<file path="src/rtl/pcvs_pkg.sv">
`timescale 1ns / 1ps

package pcvs_pkg;

  localparam int unsigned QUEUE_DEPTH = 16;
  localparam int unsigned PTR_W = $clog2(QUEUE_DEPTH);
  localparam int unsigned CNT_W = $clog2(QUEUE_DEPTH + 1);

  localparam logic [7:0]  PULSE_TICKS_RST = 8'd3;
  localparam logic [15:0] BUSY_TICKS_RST  = 16'd10000;
  localparam logic [3:0]  MAX_CODE_RST    = 4'd13;
  localparam logic [3:0]  WIFI_CODE_RST   = 4'd0;

  // operation codes carried in the input tuser
  localparam logic OP_TICK    = 1'b0;
  localparam logic OP_ENQUEUE = 1'b1;

  typedef enum logic [1:0] {
    CFG_PULSE_TICKS = 2'd0,
    CFG_BUSY_TICKS  = 2'd1,
    CFG_MAX_CODE    = 2'd2,
    CFG_WIFI_CODE   = 2'd3
  } cfg_idx_t;

  typedef enum logic [2:0] {
    PH_IDLE     = 3'd0,
    PH_CLK_HIGH = 3'd1,
    PH_CLK_LOW  = 3'd2,
    PH_DAT_HIGH = 3'd3,
    PH_DAT_LOW  = 3'd4,
    PH_FINISH   = 3'd5
  } phase_t;

  typedef struct packed {
    logic [7:0]  pulse_ticks;
    logic [15:0] busy_ticks;
    logic [3:0]  max_code;
    logic [3:0]  wifi_code;
  } cfg_t;

  typedef struct packed {
    phase_t             phase;
    logic [3:0]         pulses_left;
    logic [7:0]         phase_timer;
    logic               busy_flag;
    logic [15:0]        busy_timer;
    logic               clk_pin;
    logic               dat_pin;
    logic [PTR_W-1:0]   rd_ptr;
    logic [PTR_W-1:0]   wr_ptr;
    logic [CNT_W-1:0]   count;
  } state_t;

  typedef struct packed {
    logic             en;
    logic [PTR_W-1:0] ptr;
    logic [3:0]       code;
  } store_wr_t;

  typedef struct packed {
    logic [CNT_W-1:0] queue_count;
    logic             wifi_event;
    logic             accepted;
    logic             busy_res;
    logic             dat_level;
    logic             clk_level;
  } result_t;

endpackage

</file>
<file path="src/rtl/pulse_count_voice_sender_core.sv">
`timescale 1ns / 1ps

// channel | dir | tdata (low bit first)                          | tuser
// --------+-----+------------------------------------------------+-----------------
// in_     | in  | voice_code[3:0], zero pad to 8 bits            | operation
// out_    | out | clk_level, dat_level, busy_res, accepted,      | -
//         |     | wifi_event, queue_count[4:0], zero pad to 16   |
// cfg_    | in  | cfg_addr selects register, cfg_wdata 16 bits   | -
//
// one item per cycle unless out_ stalls: each tick or enqueue is a single
// queue or phase update between the state registers and the output register
// a result shows on out_ the cycle after its input transfer
// the output register lets a new input transfer land while the last result
// drains; in_tready drops only when that register is full and not taken
// reset (rst_n low, synchronous) empties the queue, idles the sequencer and
// loads register defaults; the code store itself is not cleared

module pulse_count_voice_sender_core import pcvs_pkg::*; (
  input  logic        clk,
  input  logic        rst_n,
  // input stream
  input  logic        in_tvalid,
  output logic        in_tready,
  input  logic [7:0]  in_tdata,   // [3:0] voice_code
  input  logic        in_tuser,   // [0] operation
  // result stream
  output logic        out_tvalid,
  input  logic        out_tready,
  output logic [15:0] out_tdata,  // [0] clk_level, [1] dat_level, [2] busy_res,
                                  // [3] accepted, [4] wifi_event, [9:5] queue_count
  // register writes
  input  logic        cfg_we,
  input  logic [1:0]  cfg_addr,
  input  logic [15:0] cfg_wdata
);

  cfg_t      cfg_r;
  state_t    state_r;
  state_t    state_nxt;
  store_wr_t store_wr;
  result_t   res;
  logic      in_xfer;
  logic      out_valid_r;
  logic      out_valid_nxt;
  result_t   out_data_r;
  logic [3:0] head_code;

  // queue storage, one write and one read port
  logic [3:0] code_store [QUEUE_DEPTH];

  assign in_tready = !out_valid_r || out_tready;
  assign in_xfer   = in_tvalid && in_tready;
  assign head_code = code_store[state_r.rd_ptr];

  pcvs_step u_step (
    .cfg        (cfg_r),
    .cur        (state_r),
    .operation  (in_tuser),
    .voice_code (in_tdata[3:0]),
    .head_code  (head_code),
    .nxt        (state_nxt),
    .store_wr   (store_wr),
    .res        (res)
  );

  // register file
  always_ff @(posedge clk) begin
    if (!rst_n) begin
      cfg_r.pulse_ticks <= PULSE_TICKS_RST;
      cfg_r.busy_ticks  <= BUSY_TICKS_RST;
      cfg_r.max_code    <= MAX_CODE_RST;
      cfg_r.wifi_code   <= WIFI_CODE_RST;
    end else if (cfg_we) begin
      case (cfg_addr)
        CFG_PULSE_TICKS: cfg_r.pulse_ticks <= cfg_wdata[7:0];
        CFG_BUSY_TICKS:  cfg_r.busy_ticks  <= cfg_wdata;
        CFG_MAX_CODE:    cfg_r.max_code    <= cfg_wdata[3:0];
        CFG_WIFI_CODE:   cfg_r.wifi_code   <= cfg_wdata[3:0];
        default: ;
      endcase
    end
  end

  // sequencer and queue pointers advance on each input transfer
  always_ff @(posedge clk) begin
    if (!rst_n) begin
      state_r <= '{phase: PH_IDLE, default: '0};
    end else if (in_xfer) begin
      state_r <= state_nxt;
    end
  end

  always_ff @(posedge clk) begin
    if (in_xfer && store_wr.en) begin
      code_store[store_wr.ptr] <= store_wr.code;
    end
  end

  // output register
  always_comb begin
    out_valid_nxt = out_valid_r;
    if (in_xfer) begin
      out_valid_nxt = 1'b1;
    end else if (out_tready) begin
      out_valid_nxt = 1'b0;
    end
  end

  always_ff @(posedge clk) begin
    if (!rst_n) begin
      out_valid_r <= 1'b0;
    end else begin
      out_valid_r <= out_valid_nxt;
    end
  end

  always_ff @(posedge clk) begin
    if (in_xfer) begin
      out_data_r <= res;
    end
  end

  assign out_tvalid = out_valid_r;
  assign out_tdata  = {{(16 - $bits(result_t)){1'b0}}, out_data_r};

  // checks
  a_count_bound: assert property (@(posedge clk) disable iff (!rst_n)
    state_r.count <= CNT_W'(QUEUE_DEPTH))
    else $error("queue count above depth");

  a_busy_idle: assert property (@(posedge clk) disable iff (!rst_n)
    state_r.busy_flag |-> (state_r.phase == PH_IDLE && !state_r.clk_pin && !state_r.dat_pin))
    else $error("send in progress during busy window");

  a_enq_count: assert property (@(posedge clk) disable iff (!rst_n)
    (in_xfer && in_tuser == OP_ENQUEUE && res.accepted)
      |=> state_r.count == CNT_W'($past(state_r.count) + 1'b1))
    else $error("stored code not counted");

  a_flags_excl: assert property (@(posedge clk) disable iff (!rst_n)
    out_valid_r |-> !(out_data_r.accepted && out_data_r.wifi_event))
    else $error("accepted and wifi event in one result");

endmodule

</file>
<file path="src/rtl/pcvs_step.sv">
`timescale 1ns / 1ps

module pcvs_step import pcvs_pkg::*; (
  input  cfg_t       cfg,
  input  state_t     cur,
  input  logic       operation,
  input  logic [3:0] voice_code,
  input  logic [3:0] head_code,
  output state_t     nxt,
  output store_wr_t  store_wr,
  output result_t    res
);

  logic       go;
  logic       stored;
  logic       wifi;
  logic [7:0] timer_dec;
  logic       level_done;
  logic       do_pop;

  // shared level timer countdown, used by the holding phases
  assign timer_dec  = (cur.phase_timer != 8'd0) ? cur.phase_timer - 8'd1 : 8'd0;
  assign level_done = (timer_dec == 8'd0);

  // next state
  always_comb begin
    nxt      = cur;
    store_wr = '0;
    stored   = 1'b0;
    wifi     = 1'b0;
    go       = 1'b1;
    do_pop   = 1'b0;
    if (operation == OP_ENQUEUE) begin
      if (voice_code <= cfg.max_code && cur.count < CNT_W'(QUEUE_DEPTH)) begin
        stored        = 1'b1;
        store_wr.en   = 1'b1;
        store_wr.ptr  = cur.wr_ptr;
        store_wr.code = voice_code;
        nxt.wr_ptr    = (cur.wr_ptr == PTR_W'(QUEUE_DEPTH - 1)) ? '0
                                                                : cur.wr_ptr + 1'b1;
        nxt.count     = cur.count + 1'b1;
      end
    end else begin
      if (cur.busy_flag) begin
        if (cur.busy_timer != 16'd0) begin
          nxt.busy_timer = cur.busy_timer - 16'd1;
          go = 1'b0;
        end else begin
          nxt.busy_flag = 1'b0;
        end
      end
      if (go && cur.count != '0) begin
        case (cur.phase)
          PH_CLK_HIGH: begin
            nxt.clk_pin     = 1'b1;
            nxt.phase_timer = cfg.pulse_ticks;
            nxt.phase       = PH_CLK_LOW;
          end
          PH_CLK_LOW: begin
            nxt.phase_timer = timer_dec;
            if (level_done) begin
              nxt.clk_pin     = 1'b0;
              nxt.phase_timer = cfg.pulse_ticks;
              nxt.phase       = PH_DAT_HIGH;
            end
          end
          PH_DAT_HIGH: begin
            nxt.phase_timer = timer_dec;
            if (level_done) begin
              nxt.pulses_left = cur.pulses_left - 4'd1;
              nxt.dat_pin     = 1'b1;
              nxt.phase_timer = cfg.pulse_ticks;
              nxt.phase       = PH_DAT_LOW;
            end
          end
          PH_DAT_LOW: begin
            nxt.phase_timer = timer_dec;
            if (level_done) begin
              nxt.dat_pin     = 1'b0;
              nxt.phase       = (cur.pulses_left == 4'd0) ? PH_FINISH : PH_DAT_HIGH;
              nxt.phase_timer = cfg.pulse_ticks;
            end
          end
          PH_FINISH: begin
            nxt.phase_timer = timer_dec;
            if (level_done) begin
              nxt.clk_pin     = 1'b0;
              nxt.dat_pin     = 1'b0;
              nxt.pulses_left = 4'd0;
              nxt.phase       = PH_IDLE;
              nxt.busy_flag   = 1'b1;
              nxt.busy_timer  = cfg.busy_ticks;
              do_pop          = 1'b1;
              wifi            = (head_code == cfg.wifi_code);
            end
          end
          default: begin
            nxt.clk_pin = 1'b0;
            nxt.dat_pin = 1'b0;
            nxt.phase   = PH_IDLE;
            if (head_code == 4'd0) begin
              // zero code is dropped without a send
              do_pop = 1'b1;
            end else begin
              nxt.pulses_left = head_code;
              nxt.phase_timer = cfg.pulse_ticks;
              nxt.phase       = PH_CLK_HIGH;
            end
          end
        endcase
        if (do_pop) begin
          nxt.rd_ptr = (cur.rd_ptr == PTR_W'(QUEUE_DEPTH - 1)) ? '0 : cur.rd_ptr + 1'b1;
          nxt.count  = cur.count - 1'b1;
        end
      end
    end
  end

  // result fields
  always_comb begin
    res.clk_level   = nxt.clk_pin;
    res.dat_level   = nxt.dat_pin;
    res.busy_res    = nxt.busy_flag;
    res.accepted    = stored;
    res.wifi_event  = wifi;
    res.queue_count = nxt.count;
  end

endmodule

</file>
<file path="config.mk">
export PLATFORM = sky130hd
export DESIGN_NAME = pulse_count_voice_sender_core
export DESIGN_NICKNAME = d
export VERILOG_FILES = /design/src/rtl/pcvs_pkg.sv /design/src/rtl/pulse_count_voice_sender_core.sv /design/src/rtl/pcvs_step.sv
export SDC_FILE = /design/constraint.sdc
export NUM_CORES = 1
export LEC_CHECK = 0
export BUFFER_PORTS_ARGS = -buffer_cell sky130_fd_sc_hd__buf_2
export CORE_ASPECT_RATIO = 0.75
export CORE_MARGIN = 4
export CORE_UTILIZATION = 40
export DETAILED_ROUTE_END_ITERATION = 10
export PLACE_DENSITY_LB_ADDON = 0.05
export SLEW_MARGIN = 10
export SYNTH_ARGS = -nofsm -noshare
export SYNTH_HDL_FRONTEND = slang
export SYNTH_HIERARCHICAL = 1
export SYNTH_SLANG_ARGS = --single-unit
</file>
<file path="constraint.sdc">
create_clock -name clk -period 4.7 [get_ports clk]
set_input_delay 0.235 -clock clk [delete_from_list [all_inputs] [get_ports clk]]
set_output_delay 0.235 -clock clk [all_outputs]
set_load 0.05 [all_outputs]
</file>
Yosys cells after proc, flatten, opt, wreduce, memory -nomap -nowiden:

Memories as Yosys holds them, arrays and structs flattened. A register that Yosys moved wholly into a read port is not among the register bits.
Cells that the tools add are included.

* RAM bits: 64
* memories kept: 1
* logic and storage cells: 130
* input port bits: 32
* flip-flop bits (word level): 90

* reduce and logical (&&, ||, !) cells: 30
* bitwise operators: 5
* $lt $le $gt $ge: 2
* equal/unequal tests: 17
* muxes and demuxes: 47
* add/sub/neg operators: 7

Memory list
* code_store: words 16, width 4, rd ports 1, clocked after memory_dff 1, wr ports 1, RTL line pulse_count_voice_sender_core.sv:49 `logic [3:0] code_store [QUEUE_DEPTH];`

Operators by type and width (count)
* 2-to-1 mux 23 bit: 2
* 2-to-1 mux 17 bit: 2
* one-hot mux 8 bit (4 select lines): 1
* 2-to-1 mux 4 bit: 5
* 2-to-1 mux 5 bit: 4
* 2-to-1 mux 19 bit: 1
* 2-to-1 mux 9 bit: 2
* 2-to-1 mux 1 bit: 16
* 2-to-1 mux 16 bit: 1
* 2-to-1 mux 8 bit: 2
* nonzero test 16 bit: 1
* subtractor 16 x 1 -> 16 bit, second input constant: 1
* 2-to-1 mux 15 bit: 1
* one-hot mux 3 bit (5 select lines): 1
* AND reduction 7 bit: 2
* 2-to-1 mux 13 bit: 1
* one-hot mux 4 bit (3 select lines): 1
* AND reduction 2 bit: 5
* 2-to-1 mux 3 bit: 3
* adder 4 x 1 -> 4 bit, second input constant: 2
* equality test 4 bit, second input constant: 2
* zero test 4 bit: 2
* zero test 8 bit: 1
* inequality test 2 x 1 -> 1 bit, second input constant: 4
* 30 further kinds: 45

Longest topological paths before layout:

* depth in word-level cells: 10
* mapped depth: 19

Modules after synthesis:

Netlist, hierarchy kept.

Modules (own cells, without submodules)
* pulse_count_voice_sender_core: sequential area each 3903.7 um2, area an instance 6165.9 um2, cells each 496, times used 1
* pcvs_step: sequential area each 0.0 um2, area an instance 2449.8 um2, cells each 389, times used 1

Worst setup path after synthesis:

OpenSTA, ideal clock, no wires.

* path type: reg-to-reg
* start: register cfg_r[5] in the netlist's numbering
* end: memory code_store[1][0], enable pin
* library setup time: 0.377 ns
* cell stages (with the launch flop): 14
* buffers on the path: 3
* arrival: 3.084 ns
* data required time: 4.323 ns
* path slack: 1.239 ns
* cells stage by stage: dfxtp_1 inv_1 ha_1 nor2b_1 o21a_1 o21a_1 o21ai_0 and3_1 clkbuf_1 clkbuf_1 and2_1 buf_1 inv_1 nor4_1

RTL lines
* start: declaration: RTL line pulse_count_voice_sender_core.sv:37 `cfg_t cfg_r;`
* end: declaration: RTL line pulse_count_voice_sender_core.sv:49

==> metrics.md <==
| Metric | Value |
|---|---|
| Fillcell total | 2010 |
| # setup viols final | 0 |
| Worst-path clk slew | 0.07 ns |
| Maxcap violations | 0 |
| Seq/Total Area, Yosys | 45.31% |
| Finished layout cell area | 0.009517 sq mm |
| Count leader, synth | dfxtp_1 |
| CP bufs+invs | 0 |
| Dpl hpwl | 15.26 mm |
| Root buffer cell | clkbuf_16 |
| Hold Path Class | in2reg |
| Resized Gates After CTS | 0 |
| Cell Area, Synth | 0.008616 sq mm |
| Die width | 177.5 um |
| Post-CTS setup buffer count | 0 |
| CTS Buf Count | 17 |
| Leading post-synthesis cells by cell area | edfxtp_1 (26%), dfxtp_1 (20%), a21boi_0 (5.1%) |
| Met3 usage | 4.282% |
| Clock buffer depth | 2 |
| Buffers added on ports | 39 |
| Clock sink total | 158 |
| Leakage dissipation | 3.333 nW |
| Rows | 46 |
| Critical path launch point type | flip-flop |
| Most frequent CP cell | nand3_1 |
| Post-CTS Hold Buffers | 0 |
| Outcome | complete, no violations |
| First-pass GRT wire length | 35.94 mm |
| Post-Synthesis Cells | 885 |
| Async set or reset register ratio after synthesis | 0% |
| Fin crit period | 4.027 ns |
| Worst slack at placement | 0.7260 ns |
| Layout area overhead | 10.46% |
| Vert. Die Dim | 135.1 um |
| RSZ-0062 raised after global routing | false |
| Gr busiest metal | met2 |
| Final Cycle Share | 85.68% |
| CP max FO | 9 |
| Synth top cells by count | dfxtp_1 (84), nand2_1 (82), nand3_1 (75) |
| Inserted Diodes | 0 |
| Met1 Usage GRT | 27.40% |
| Drt pass-1 iters | 5 |
| Setup ws final | 0.6730 ns |
| Clock tree from TritonCTS | yes |
| Hold Violations, Final | 0 |
| Antenna violations before repair | 1 |
| Gr usage total | 19.22% |
| Starting Density | 40.68% |
| Crit path kind | reg2reg |
| Die area | 0.02398 sq mm |
| Hold Slack | 0.02102 ns |
| Yosys top cell area share | 25.79% |
| GRT overflow | 0 |
| R2R Setup Slk | 0.67 ns |
| Number of global-route vias before repair | 6392 |
| Worst slew pin tran | 0.9349 ns |
| Worst path cell trace | mux4_1, a22oi_1, nand3_1, or4_1, nor2_1, o21ai_2, o2bb2a_4, xnor2_1, nand3_1, a21boi_0 |
| ANT nets after route | 0 |
| Fmax | 248.3 MHz |
| Nets | 934 |
| Arr. time, crit path | 4.37 ns |
| Avg Vias per Cell | 5.813 |
| Synth area leader | edfxtp_1 |
| Htree depth | 4 |
| Yosys warning count | 6 |
| GR Layer Usage met2 | 29.76% |
| Later-pin clock latency in the skew report | 0.43 ns |
| CP max-delay cell | dfxtp_1 |
| Worst vdd ir | 0.2422 mV |
| Top-Level Pins | 50 |
| Pwr dens | 345.6 mW/mm^2 |
| Routed len/inst | 19.44 um |
| DR vias | 6912 |
| Share of layout cells above drive strength 1 | 12.10% |
| Core area | 0.02118 sq mm |
| Worst hold start | cfg_wdata[10] |
| Detailed Route WL | 23.12 mm |
| Synth cell types | 81 |
| Setup TNS | 0 ns |
| Top FF cell, synth | dfxtp_1 |
| Number of synthesized flops with an enable pin | 74 |
| Setup crit end kind | flip-flop |
| Top delay family on crit path | simple AND/OR/NAND/NOR gates |
| Routability Congestion | 0.8120 |
| Area after DPL | 0.008910 sq mm |
| Slew margin rel. | 37.44% |
| Syn avg cell area | 9.735 sq um |
| Clock Skew | 0.01101 ns |
| Initial DRC count | 540 |
| Largest stage delay on the critical path | 0.70 ns |
| Number of synthesized register bits | 158 |
| DRC viols | 0 |
| Slew Viols, Final | 0 |
| Worst EP required | 5.04 ns |
| Largest net degree at the start of global routing | 85 |
[power by group]
part / internal, W / switching, W
clock network: 0.000802 / 0.000626
logic: 0.000113 / 0.000255
registers: 0.00147 / 0.0000250
[flip-flops by register name, summed over array words and instances (netlist names), named ones only]
register,cells
state_r,47
out_tdata,10
code_store,64
out_tvalid,1
cfg_r,32
[final timing paths]
kind | endpoint | cells after the start
worst min register to register | cfg_r[14]$_SDFFE_PN0P_ | 2
worst max-delay path | state_r[2]$_SDFFE_PN0P_ | 10
worst min-delay path | cfg_r[18]$_SDFFE_PN1P_ | 3
worst max register to register | state_r[2]$_SDFFE_PN0P_ | 10
[through the flow]
step | util (%) | power [W] | cells
3_3_place_gp | 42.07 | 0.001878 | 1157
4_1_cts | 44.93 | 0.003323 | 1189
3_5_place_dp | 42.07 | 0.001887 | 1157
5_1_grt | 44.93 | 0.003425 | 1189
6_report | 44.93 | 0.003289 | 1189
2_1_floorplan | - | 0.001786 | 890
[layout by cell type, fill, tap and decap left out, drive strengths merged, types with 9 or more instances in the layout]
cell and n:
dfxtp 84, nand2 83, nand3 75, edfxtp 74, o21ai 74, a21boi 63
buf 55, nor2 39, a21oi 34, inv 33, nor3 25, mux2i 18
nor2b 17, clkbuf 17, mux4 16, ha 14, o22ai 12, nor4 11
a22oi 10, and2 10, nand2b 9, xnor2 9
[layout make-up]
cell class / instances / area (sq um) / share of cell area (%)
inverter: 29 / 108.9 / 1.144
tap: 288 / 360.3 / 3.786
timing repair buffer: 55 / 315.3 / 3.313
clock inverter: 15 / 181.4 / 1.906
sequential: 158 / 3904 / 41.02
clock buffer: 17 / 425.4 / 4.470
multi-input combinational: 627 / 4222 / 44.36
[kinds of logic after synthesis]
kind of cell	after synthesis	synth area share, %
mux	38	7.406
xor+xnor	13	1.322
simple gates	300	17.80
flops	158	45.31
compound gates	256	20.17
other cells	1	0.04352
fa+ha+maj	14	2.033
buf+inv	105	5.910
[metal layers]
| metal | vias to the layer above | wire length (um) |
|---|---|---|
| met2 | 235 | 10490 |
| met3 | 23 | 1375 |
| met5 | - | 0 |
| met4 | 0 | 280 |
| li1 | 3270 | - |
| met1 | 3384 | 10970 |
[worst register-to-register path, delay by kind of cell, from the launching register on]
family | cells | cell delay (ns)
AO/OA/AOI/OAI | 4 | 1.08
XOR/XNOR | 1 | 0.17
flip-flops | 1 | 0.70
multiplexers | 1 | 0.64
AND/OR/NAND/NOR | 4 | 1.35
Power figures use the tool's default switching activity.
